--- src/hw/rtl/rtk_pkg.sv ---
// rtk_pkg: shared types, codes and constants of the rtc timekeeping unit
// no dependencies; used by every module under hw/rtl
`default_nettype none

package rtk_pkg;

  localparam logic [1:0] ACT_EVENT = 2'd0;
  localparam logic [1:0] ACT_SET   = 2'd1;

  localparam int FLAG_PERIODIC_BIT = 6;
  localparam int FLAG_UPDATE_BIT   = 4;

  localparam logic [1:0] CFG_RESYNC_INTERVAL = 2'd0;
  localparam logic [1:0] CFG_THREAD_PERIOD   = 2'd1;
  localparam logic [1:0] CFG_TICK_NS         = 2'd2;

  localparam logic [7:0]  RESYNC_INTERVAL_RST = 8'd37;
  localparam logic [7:0]  THREAD_PERIOD_RST   = 8'd11;
  localparam logic [29:0] TICK_NS_RST         = 30'd976562;

  localparam logic [30:0] NANOS_MAX = 31'h7FFF_FFFF;

  // march based day count
  localparam logic signed [25:0] DAYS_OFFSET   = 26'sd719499;
  localparam logic signed [25:0] DAYS_PER_YEAR = 26'sd365;
  localparam logic [15:0]        MONTH_MUL     = 16'd367;
  // reciprocals: x/100 = (x*5243)>>19, x/3 = (x*43691)>>17 over the ranges used
  localparam logic [27:0]        RECIP_100     = 28'd5243;
  localparam logic [29:0]        RECIP_3       = 30'd43691;
  localparam logic signed [43:0] SECS_PER_DAY  = 44'sd86400;

  typedef enum logic [1:0] {
    KIND_EVENT,
    KIND_SET,
    KIND_GET
  } rtk_kind_t;

  typedef enum logic [2:0] {
    ST_IDLE,
    ST_MUL,
    ST_QUO,
    ST_DAYS,
    ST_SECS,
    ST_DONE
  } rtk_state_t;

  typedef struct packed {
    rtk_kind_t          kind;
    logic               periodic;
    logic               update;
    logic signed [15:0] year;    // march based, may be -1
    logic [7:0]         month;   // march based, 1 .. 163
    logic [7:0]         day;
    logic [19:0]        hms;     // hour, minute, second folded into seconds
    logic [63:0]        set_second;
    logic [30:0]        set_nanosecond;
  } rtk_item_t;

  typedef struct packed {
    logic full;
    logic empty;
  } rtk_qstat_t;

  function automatic logic [7:0] bcd_to_bin(input logic [7:0] v);
    bcd_to_bin = {4'b0, v[3:0]} + 8'(v[7:4]) * 8'd10;
  endfunction

endpackage

`default_nettype wire

--- src/hw/rtl/rtk_front.sv ---
// rtk_front: accepts input requests, decodes action and bcd calendar fields
// depends on rtk_pkg; feeds rtk_queue
`default_nettype none

module rtk_front (
  input  wire logic               in_tvalid,
  output logic                    in_tready,
  input  wire logic [159:0]       in_tdata,
  input  wire logic [1:0]         in_tuser,
  input  wire rtk_pkg::rtk_qstat_t q_stat,
  output logic                    push,
  output rtk_pkg::rtk_item_t      push_item
);

  logic [7:0]         century_bin;
  logic [7:0]         year_bin;
  logic [7:0]         month_bin;
  logic [7:0]         hour_bin;
  logic [7:0]         minute_bin;
  logic [7:0]         second_bin;
  logic [15:0]        full_year;
  logic signed [15:0] year_s;

  assign century_bin = rtk_pkg::bcd_to_bin(in_tdata[15:8]);
  assign year_bin    = rtk_pkg::bcd_to_bin(in_tdata[23:16]);
  assign month_bin   = rtk_pkg::bcd_to_bin(in_tdata[31:24]);
  assign hour_bin    = rtk_pkg::bcd_to_bin(in_tdata[47:40]);
  assign minute_bin  = rtk_pkg::bcd_to_bin(in_tdata[55:48]);
  assign second_bin  = rtk_pkg::bcd_to_bin(in_tdata[63:56]);

  assign full_year = 16'(century_bin) * 16'd100 + 16'(year_bin);
  assign year_s    = $signed(full_year);

  assign in_tready = !q_stat.full;
  assign push      = in_tvalid && in_tready;

  always_comb begin
    case (in_tuser)
      rtk_pkg::ACT_EVENT: push_item.kind = rtk_pkg::KIND_EVENT;
      rtk_pkg::ACT_SET:   push_item.kind = rtk_pkg::KIND_SET;
      default:            push_item.kind = rtk_pkg::KIND_GET;
    endcase
    push_item.periodic = in_tdata[rtk_pkg::FLAG_PERIODIC_BIT];
    push_item.update   = in_tdata[rtk_pkg::FLAG_UPDATE_BIT];
    // january, february and month zero count as months of the year before
    if (month_bin <= 8'd2) begin
      push_item.month = month_bin + 8'd10;
      push_item.year  = year_s - 16'sd1;
    end else begin
      push_item.month = month_bin - 8'd2;
      push_item.year  = year_s;
    end
    push_item.day = rtk_pkg::bcd_to_bin(in_tdata[39:32]);
    push_item.hms = 20'(hour_bin) * 20'd3600 + 20'(minute_bin) * 20'd60 + 20'(second_bin);
    push_item.set_second     = in_tdata[127:64];
    push_item.set_nanosecond = in_tdata[158:128];
  end

endmodule

`default_nettype wire

--- src/hw/rtl/rtk_queue.sv ---
// rtk_queue: short fifo of decoded requests between front and back
// depends on rtk_pkg
`default_nettype none

module rtk_queue #(
  parameter int DEPTH = 2
) (
  input  wire logic                clk,
  input  wire logic                rst_n,
  input  wire logic                push,
  input  wire rtk_pkg::rtk_item_t  push_item,
  input  wire logic                pop,
  output rtk_pkg::rtk_item_t       head_item,
  output rtk_pkg::rtk_qstat_t      q_stat
);

  localparam int PW = (DEPTH > 1) ? $clog2(DEPTH) : 1;
  localparam int CW = $clog2(DEPTH + 1);

  rtk_pkg::rtk_item_t entry_r [DEPTH];
  logic [PW-1:0] wr_ptr_r, wr_ptr_nxt;
  logic [PW-1:0] rd_ptr_r, rd_ptr_nxt;
  logic [CW-1:0] count_r, count_nxt;
  logic          do_push;
  logic          do_pop;

  assign q_stat.full  = (count_r == CW'(DEPTH));
  assign q_stat.empty = (count_r == '0);
  assign head_item    = entry_r[rd_ptr_r];
  assign do_push      = push && !q_stat.full;
  assign do_pop       = pop && !q_stat.empty;

  always_comb begin
    wr_ptr_nxt = wr_ptr_r;
    rd_ptr_nxt = rd_ptr_r;
    if (do_push) begin
      wr_ptr_nxt = (wr_ptr_r == PW'(DEPTH - 1)) ? '0 : wr_ptr_r + PW'(1);
    end
    if (do_pop) begin
      rd_ptr_nxt = (rd_ptr_r == PW'(DEPTH - 1)) ? '0 : rd_ptr_r + PW'(1);
    end
    count_nxt = count_r + CW'(do_push) - CW'(do_pop);
  end

  always_ff @(posedge clk) begin
    if (!rst_n) begin
      wr_ptr_r <= '0;
      rd_ptr_r <= '0;
      count_r  <= '0;
    end else begin
      wr_ptr_r <= wr_ptr_nxt;
      rd_ptr_r <= rd_ptr_nxt;
      count_r  <= count_nxt;
    end
  end

  always_ff @(posedge clk) begin
    if (do_push) begin
      entry_r[wr_ptr_r] <= push_item;
    end
  end

endmodule

`default_nettype wire

--- src/hw/rtl/rtk_back.sv ---
// rtk_back: executes requests, keeps the time state and runs the calendar sequencer
// depends on rtk_pkg; takes requests from rtk_queue, drives the result channel
`default_nettype none

module rtk_back (
  input  wire logic                clk,
  input  wire logic                rst_n,
  input  wire logic                cfg_wr_en,
  input  wire logic [1:0]          cfg_index,
  input  wire logic [29:0]         cfg_wdata,
  input  wire rtk_pkg::rtk_item_t  head_item,
  input  wire rtk_pkg::rtk_qstat_t q_stat,
  output logic                     pop,
  output logic                     out_tvalid,
  input  wire logic                out_tready,
  output logic [95:0]              out_tdata
);

  rtk_pkg::rtk_state_t state_r, state_nxt;
  rtk_pkg::rtk_item_t  item_r;
  rtk_pkg::rtk_item_t  cur;

  logic [7:0]  resync_interval_r;
  logic [7:0]  thread_period_r;
  logic [29:0] tick_ns_r;

  logic [63:0] sec_r, sec_nxt;
  logic [30:0] ns_r, ns_nxt;
  logic [7:0]  resync_cnt_r, resync_cnt_nxt;
  logic [7:0]  thread_cnt_r, thread_cnt_nxt;

  logic               out_valid_r, out_valid_nxt;
  logic [63:0]        out_sec_r;
  logic [30:0]        out_ns_r;
  logic               out_pulse_r;
  logic               pulse;

  logic [27:0]        prod100_r;
  logic [15:0]        prod367_r;
  logic [7:0]         q100_r;
  logic [29:0]        mq_r;
  logic signed [25:0] days_r;
  logic signed [43:0] secs_r;

  logic               year_neg;
  logic [14:0]        year_u;
  logic signed [25:0] leaps;
  logic signed [25:0] days_nxt;
  logic signed [43:0] secs_nxt;
  logic [31:0]        ns_sum;
  logic [30:0]        ns_tick;

  logic out_free;
  logic cal_path;
  logic commit;
  logic load_item;

  assign out_free   = !out_valid_r || out_tready;
  assign cur        = (state_r == rtk_pkg::ST_DONE) ? item_r : head_item;
  assign cal_path   = (cur.kind == rtk_pkg::KIND_EVENT) && cur.update && (resync_cnt_r == '0);
  assign out_tvalid = out_valid_r;
  assign out_tdata  = {out_pulse_r, out_ns_r, out_sec_r};

  // calendar datapath
  assign year_neg = item_r.year[15];
  assign year_u   = year_neg ? '0 : item_r.year[14:0];
  assign leaps    = year_neg ? -26'sd1
                  : $signed(26'(year_u[14:2])) - $signed(26'(q100_r))
                    + $signed(26'(q100_r[7:2]));
  assign days_nxt = leaps + $signed(26'(mq_r[29:17])) + $signed(26'(item_r.day))
                  + $signed({{10{item_r.year[15]}}, item_r.year}) * rtk_pkg::DAYS_PER_YEAR
                  - rtk_pkg::DAYS_OFFSET;
  assign secs_nxt = $signed({{18{days_r[25]}}, days_r}) * rtk_pkg::SECS_PER_DAY
                  + $signed({24'b0, item_r.hms});

  assign ns_sum  = 32'(ns_r) + 32'(tick_ns_r);
  assign ns_tick = ns_sum[31] ? rtk_pkg::NANOS_MAX : ns_sum[30:0];

  // next state
  always_comb begin
    state_nxt = state_r;
    case (state_r)
      rtk_pkg::ST_IDLE: begin
        if (!q_stat.empty && cal_path) state_nxt = rtk_pkg::ST_MUL;
      end
      rtk_pkg::ST_MUL:  state_nxt = rtk_pkg::ST_QUO;
      rtk_pkg::ST_QUO:  state_nxt = rtk_pkg::ST_DAYS;
      rtk_pkg::ST_DAYS: state_nxt = rtk_pkg::ST_SECS;
      rtk_pkg::ST_SECS: state_nxt = rtk_pkg::ST_DONE;
      rtk_pkg::ST_DONE: begin
        if (out_free) state_nxt = rtk_pkg::ST_IDLE;
      end
      default: state_nxt = rtk_pkg::ST_IDLE;
    endcase
  end

  // sequencer outputs
  always_comb begin
    pop       = 1'b0;
    commit    = 1'b0;
    load_item = 1'b0;
    case (state_r)
      rtk_pkg::ST_IDLE: begin
        if (!q_stat.empty) begin
          if (cal_path) begin
            pop       = 1'b1;
            load_item = 1'b1;
          end else if (out_free) begin
            pop    = 1'b1;
            commit = 1'b1;
          end
        end
      end
      rtk_pkg::ST_DONE: commit = out_free;
      default: ;
    endcase
  end

  // time state update
  always_comb begin
    sec_nxt        = sec_r;
    ns_nxt         = ns_r;
    resync_cnt_nxt = resync_cnt_r;
    thread_cnt_nxt = thread_cnt_r;
    pulse          = 1'b0;
    if (commit) begin
      case (cur.kind)
        rtk_pkg::KIND_EVENT: begin
          if (cur.periodic) ns_nxt = ns_tick;
          if (cur.update) begin
            if (resync_cnt_r != '0) begin
              resync_cnt_nxt = resync_cnt_r - 8'd1;
              sec_nxt        = sec_r + 64'd1;
            end else begin
              sec_nxt        = {{20{secs_r[43]}}, secs_r};
              resync_cnt_nxt = resync_interval_r;
            end
            ns_nxt = '0;
          end
          if (thread_cnt_r == '0) begin
            thread_cnt_nxt = thread_period_r;
            pulse          = 1'b1;
          end else begin
            thread_cnt_nxt = thread_cnt_r - 8'd1;
          end
        end
        rtk_pkg::KIND_SET: begin
          sec_nxt = cur.set_second;
          ns_nxt  = cur.set_nanosecond;
        end
        default: ;
      endcase
    end
    if (commit) begin
      out_valid_nxt = 1'b1;
    end else if (out_tready) begin
      out_valid_nxt = 1'b0;
    end else begin
      out_valid_nxt = out_valid_r;
    end
  end

  always_ff @(posedge clk) begin
    if (!rst_n) begin
      state_r           <= rtk_pkg::ST_IDLE;
      resync_interval_r <= rtk_pkg::RESYNC_INTERVAL_RST;
      thread_period_r   <= rtk_pkg::THREAD_PERIOD_RST;
      tick_ns_r         <= rtk_pkg::TICK_NS_RST;
      sec_r             <= '0;
      ns_r              <= '0;
      resync_cnt_r      <= '0;
      thread_cnt_r      <= '0;
      out_valid_r       <= 1'b0;
    end else begin
      state_r      <= state_nxt;
      sec_r        <= sec_nxt;
      ns_r         <= ns_nxt;
      resync_cnt_r <= resync_cnt_nxt;
      thread_cnt_r <= thread_cnt_nxt;
      out_valid_r  <= out_valid_nxt;
      if (cfg_wr_en) begin
        case (cfg_index)
          rtk_pkg::CFG_RESYNC_INTERVAL: resync_interval_r <= cfg_wdata[7:0];
          rtk_pkg::CFG_THREAD_PERIOD:   thread_period_r   <= cfg_wdata[7:0];
          rtk_pkg::CFG_TICK_NS:         tick_ns_r         <= cfg_wdata;
          default: ;
        endcase
      end
    end
  end

  always_ff @(posedge clk) begin
    if (load_item) item_r <= head_item;
    if (commit) begin
      out_sec_r   <= sec_nxt;
      out_ns_r    <= ns_nxt;
      out_pulse_r <= pulse;
    end
    prod100_r <= 28'(year_u) * rtk_pkg::RECIP_100;
    prod367_r <= 16'(item_r.month) * rtk_pkg::MONTH_MUL;
    q100_r    <= prod100_r[26:19];
    mq_r      <= 30'(prod367_r[15:2]) * rtk_pkg::RECIP_3;
    days_r    <= days_nxt;
    secs_r    <= secs_nxt;
  end

`ifndef ASSERT_OFF
  a_pop_only_idle: assert property (@(posedge clk) disable iff (!rst_n)
    pop |-> (state_r == rtk_pkg::ST_IDLE))
    else $error("request taken outside idle");

  a_no_overwrite: assert property (@(posedge clk) disable iff (!rst_n)
    commit |-> out_free)
    else $error("pending result overwritten");

  a_seq_order: assert property (@(posedge clk) disable iff (!rst_n)
    (state_r == rtk_pkg::ST_MUL) |=> (state_r == rtk_pkg::ST_QUO) ##1
    (state_r == rtk_pkg::ST_DAYS) ##1 (state_r == rtk_pkg::ST_SECS))
    else $error("calendar sequence broken");

  a_update_clears_ns: assert property (@(posedge clk) disable iff (!rst_n)
    (commit && cur.kind == rtk_pkg::KIND_EVENT && cur.update) |=> (ns_r == '0))
    else $error("update left nanoseconds nonzero");
`endif

endmodule

`default_nettype wire

--- src/hw/rtl/rtc_timekeeping_unit.sv ---
// rtc_timekeeping_unit: top level, wall clock seconds and nanoseconds from rtc interrupts
// depends on rtk_pkg, rtk_front, rtk_queue, rtk_back
//
// channel  dir  handshake              payload
// in_      in   in_tvalid/in_tready    in_tdata 160b, in_tuser 2b (action)
// out_     out  out_tvalid/out_tready  out_tdata 96b
// cfg_     in   cfg_wr_en              cfg_index 2b, cfg_wdata 30b
//
// interrupt, set and get requests off the calendar path leave the queue and reach the
// registered output as soon as the output is free; an update that resyncs from the
// calendar runs the sequencer steps take, multiply, quotient, days, seconds, done
// synchronous active-low reset clears time, countdowns and restores config defaults
// the queue keeps accepting while the back end waits on out_tready, until its
// QUEUE_DEPTH entries are full and in_tready drops
`default_nettype none

module rtc_timekeeping_unit #(
  parameter int QUEUE_DEPTH = 2
) (
  input  wire logic         clk,
  input  wire logic         rst_n,
  // action
  input  wire logic [1:0]   in_tuser,
  // status_flags, century_bcd, year_bcd, month_bcd, day_bcd, hour_bcd,
  // minute_bcd, second_bcd, set_second, set_nanosecond, zero pad
  input  wire logic [159:0] in_tdata,
  input  wire logic         in_tvalid,
  output logic              in_tready,
  // epoch_second, fraction_ns, schedule_thread
  output logic [95:0]       out_tdata,
  output logic              out_tvalid,
  input  wire logic         out_tready,
  input  wire logic         cfg_wr_en,
  input  wire logic [1:0]   cfg_index,
  input  wire logic [29:0]  cfg_wdata
);

  rtk_pkg::rtk_item_t  push_item;
  rtk_pkg::rtk_item_t  head_item;
  rtk_pkg::rtk_qstat_t q_stat;
  logic                push;
  logic                pop;

  rtk_front u_front (
    .in_tvalid (in_tvalid),
    .in_tready (in_tready),
    .in_tdata  (in_tdata),
    .in_tuser  (in_tuser),
    .q_stat    (q_stat),
    .push      (push),
    .push_item (push_item)
  );

  rtk_queue #(
    .DEPTH (QUEUE_DEPTH)
  ) u_queue (
    .clk       (clk),
    .rst_n     (rst_n),
    .push      (push),
    .push_item (push_item),
    .pop       (pop),
    .head_item (head_item),
    .q_stat    (q_stat)
  );

  rtk_back u_back (
    .clk        (clk),
    .rst_n      (rst_n),
    .cfg_wr_en  (cfg_wr_en),
    .cfg_index  (cfg_index),
    .cfg_wdata  (cfg_wdata),
    .head_item  (head_item),
    .q_stat     (q_stat),
    .pop        (pop),
    .out_tvalid (out_tvalid),
    .out_tready (out_tready),
    .out_tdata  (out_tdata)
  );

endmodule

`default_nettype wire
--- config.mk ---
export PLATFORM = sky130hd
export DESIGN_NAME = rtc_timekeeping_unit
export DESIGN_NICKNAME = d
export VERILOG_FILES = /design/src/hw/rtl/rtk_pkg.sv /design/src/hw/rtl/rtk_front.sv /design/src/hw/rtl/rtk_queue.sv /design/src/hw/rtl/rtk_back.sv /design/src/hw/rtl/rtc_timekeeping_unit.sv
export SDC_FILE = /design/constraint.sdc
export NUM_CORES = 2
export LEC_CHECK = 0
export BUFFER_PORTS_ARGS = -buffer_cell sky130_fd_sc_hd__buf_4
export CORE_MARGIN = 1
export CORE_UTILIZATION = 50
export CTS_BUF_LIST = sky130_fd_sc_hd__clkbuf_2 sky130_fd_sc_hd__clkbuf_4 sky130_fd_sc_hd__clkbuf_8
export DETAILED_ROUTE_END_ITERATION = 8
export PLACE_DENSITY = 0.7
export SETUP_SLACK_MARGIN = 0.05
export SLEW_MARGIN = 20
export SYNTH_ARGS = -nofsm -noshare
export SYNTH_HDL_FRONTEND = slang
export SYNTH_SLANG_ARGS = --single-unit
--- constraint.sdc ---
create_clock -name clk -period 30.2 [get_ports clk]
set_input_delay 4.53 -clock clk [delete_from_list [all_inputs] [get_ports clk]]
set_output_delay 4.53 -clock clk [all_outputs]
set_load 0.01 [all_outputs]
==> impl_metrics.env <==
export IMPL_outcome="completed"
export IMPL_clockRootBuffer="clkbuf_8"
export IMPL_worst_path_largest_cell_delay_ps=540
export IMPL_place_area_um2=62100
export IMPL_number_of_global_route_vias_before_repair=40500
export IMPL_grt_overall_usage=0.228
export IMPL_grt_setup_unrepaired="no"
export IMPL_cap_violations=0
export IMPL_reg2regPathDepth=35
export IMPL_worstSetupStartpoint="in_tdata[53]"
export IMPL_most_common_layout_cells="inv_1, ha_1, edfxtp_1"
export IMPL_worst_endpoint_required_ps=30740
export IMPL_worst_setup_path_endpoint="u_queue.entry_r[1][111]"
export IMPL_synth_yosys_seq_area_share=0.378
export IMPL_synth_area_per_cell_um2=10.7
export IMPL_synth_edf_count=549
export IMPL_syn_cell_area_um2=58300
export IMPL_clkSinkCount=828
export IMPL_postCtsHoldBufs=0
export IMPL_core_um2=115000
export IMPL_r2r_start="u_back.item_r[146]"
export IMPL_maxClockFrequency_ghz=0.105
export IMPL_detail_route_iter0_violations=2668
export IMPL_setup_tns_ps=0
export IMPL_layout_drive_gt1_share=0.134
export IMPL_final_hold_violations=0
export IMPL_worst_endpoint_arrival_ps=10100
export IMPL_grt_pass1_wl_um=213000
export IMPL_total_via_count_in_the_routed_design=40300
export IMPL_max_clock_path_buffers=3
export IMPL_crit_path_end_kind="flop"
export IMPL_final_setup_skew_ps=69.2
export IMPL_holdWs_ps=309
export IMPL_via_per_inst=5.45
export IMPL_reg2reg_to="u_back.days_r[25]"
export IMPL_post_cts_resize_count=0
export IMPL_timing_critical_path_buf_inv=3
export IMPL_grt_overflow=0
export IMPL_hpwlAfterDp_um=102000
export IMPL_wirelength_um=135000
export IMPL_die_area_um2=118000
export IMPL_numPortBuffers=289
export IMPL_route_detailed_wl_per_inst_um=18.2
export IMPL_mostFrequentLayoutCell="inv_1"
export IMPL_timing_setup_critical_path_class="input pin to flop"
export IMPL_slowest_cell_on_crit_path="fa_1"
export IMPL_grt_max_degree=152
export IMPL_crit_family="adder cells"
export IMPL_setup_viol_count_final=0
export IMPL_clkSlewWorstSetupHoldPaths_ps=70
export IMPL_cts_buffers=140
export IMPL_yosysUniqueCellTypes=99
export IMPL_worstHoldPathType="flop to flop"
export IMPL_timing_reg2reg_setup_slack_ps=20960
export IMPL_final_area_um2=65100
export IMPL_die_height_um=344
export IMPL_cts_htree_levels=4
export IMPL_placer_congestion_estimate=0.907
export IMPL_final_antenna_net_count=0
export IMPL_report_final_slew_viol_count=0
export IMPL_crit_chain="buf_4 > ha_1 > ha_1 > fa_1 > nand2_1 > nor2_1 > xnor2_1 > inv_1 > fa_1 > fa_1 > inv_1 > ha_1 > nor2b_1 > o21a_1 > o21ai_0 > nand2b_1 > a21oi_1 > xnor2_1 > ha_1 > ha_1 > or3_1 > o211ai_1 > a21oi_1 > xnor2_1"
export IMPL_async_reset_ff_frac=0
export IMPL_finalCriticalPeriod_ps=9560
export IMPL_finish_net_count=7010
export IMPL_max_slew_margin_rel=0.286
export IMPL_core_rowCount=124
export IMPL_top_level_ports=297
export IMPL_initial_antenna_violation_count=5
export IMPL_final_period_utilization=0.316
export IMPL_dp_slack_ps=19820
export IMPL_initial_utilization=0.507
export IMPL_yosysWarnings=0
export IMPL_cp_common_cell="ha_1"
export IMPL_drt_first_pass_iters=8
export IMPL_yosys_register_bits=828
export IMPL_tightest_slew_ps=1070
export IMPL_critical_path_cell_count=24
export IMPL_syn_inst=5471
export IMPL_cts_post_setup_buffers_inserted=0
export IMPL_clkLatencyLatePin_ps=840
export IMPL_crit_path_max_fanout=4
export IMPL_die_width_um=344
export IMPL_flow_area_growth_from_synthesis_pct=11.7
export IMPL_route_detailed_drc=0
export IMPL_startpoint_type="input pin"
export IMPL_cts_tree="yes"
export IMPL_synth_flop_cell="edfxtp_1"
export IMPL_timing_final_ws_setup_ps=20640
==> layout make-up <==
cell class | instances | area, µm²
fillers | 9760 | 49800
multi-input cells | 3720 | 32800
flip-flops and latches | 828 | 22100
inverters | 749 | 2810
clock buffers | 214 | 2640
repair buffers | 325 | 2450
well taps | 1512 | 1890
clock inverters | 45 | 422
diodes | 9 | 22.5
==> per-layer routing <==
metal	global-route usage	part of all wire	up-vias
met3	0.0291	0.055	218
met2	0.402	0.50	1095
met1	0.287	0.42	19500
met4	0.0776	0.027	0
li1	-	-	19500
met5	0	0	-
==> Yosys cell counts (31+ instances only) <==
cell type	number	area share
nand3_1	83	0.0071
nand2_1	266	0.017
mux2_2	153	0.030
a31oi_1	76	0.0082
a21oi_1	308	0.026
xor2_1	73	0.011
mux2i_1	58	0.010
a21o_1	87	0.011
o21ai_0	181	0.016
nor3_1	66	0.0057
nor2b_1	50	0.0054
xnor2_1	230	0.035
o21bai_1	37	0.0048
clkbuf_1	136	0.0088
dfxtp_1	279	0.096
fa_1	362	0.12
and3_1	38	0.0041
or3_1	51	0.0055
inv_1	746	0.048
edfxtp_1	549	0.28
nand2b_1	31	0.0033
o21a_1	33	0.0042
ha_1	685	0.15
nor2_1	391	0.025
nand4_1	35	0.0038
and2_1	104	0.011
==> through the flow <==
step / cells / utilization
6_report: 7402 / 0.567
5_1_grt: 7401 / 0.567
4_1_cts: 7393 / 0.566
3_5_place_dp: 7134 / 0.540
3_3_place_gp: 7134 / 0.540
2_1_floorplan: 5472 / -
==> logic make-up (layout without fill, tap and decap cells) <==
family | after synthesis | after routing | share of synthesized area
compound gates | 954 | 954 | 0.104
flops | 828 | 828 | 0.378
mux | 212 | 212 | 0.0397
fa+ha+maj | 1049 | 1049 | 0.272
simple gates | 1198 | 1198 | 0.101
buf+inv | 924 | 1333 | 0.0599
xor+xnor | 304 | 304 | 0.0458
other cells | 2 | 12 | 0.000129
==> sequential cells by signal, indices dropped and copies added (netlist names), 13 cells and up, named ones only <==
register / cells
u_back.days_r: 26
u_back.item_r: 151
u_back.mq_r: 13
u_back.ns_r: 31
u_back.out_ns_r: 31
u_back.out_sec_r: 64
u_back.prod367_r: 14
u_back.sec_r: 64
u_back.secs_r: 44
u_back.tick_ns_r: 30
u_queue.entry_r: 302
==> worst min path at each step <==
stage / depth (start not counted) / startpoint / to
6_report: 0 / u_back.prod100_r[24] / u_back.q100_r[5]
3_5_place_dp: 0 / u_back.prod100_r[24] / u_back.q100_r[5]
5_1_grt: 0 / u_back.prod100_r[24] / u_back.q100_r[5]
2_1_floorplan: 0 / u_back.prod100_r[19] / u_back.q100_r[0]
4_1_cts: 0 / u_back.prod100_r[24] / u_back.q100_r[5]
3_3_place_gp: 0 / u_back.prod100_r[19] / u_back.q100_r[0]
==> worst reg2reg max path, delay by kind of cell (launching register included) <==
family / cells / cell delay, ps
fa+ha+maj: 11 / 4410
buf+inv: 6 / 460
xor+xnor: 1 / 160
flops: 1 / 350
compound gates: 8 / 2340
simple gates: 9 / 1490
Power is left out: the tool's default activity adds up to more than one toggle a clock period on the data nets, which glitch-free logic cannot reach.
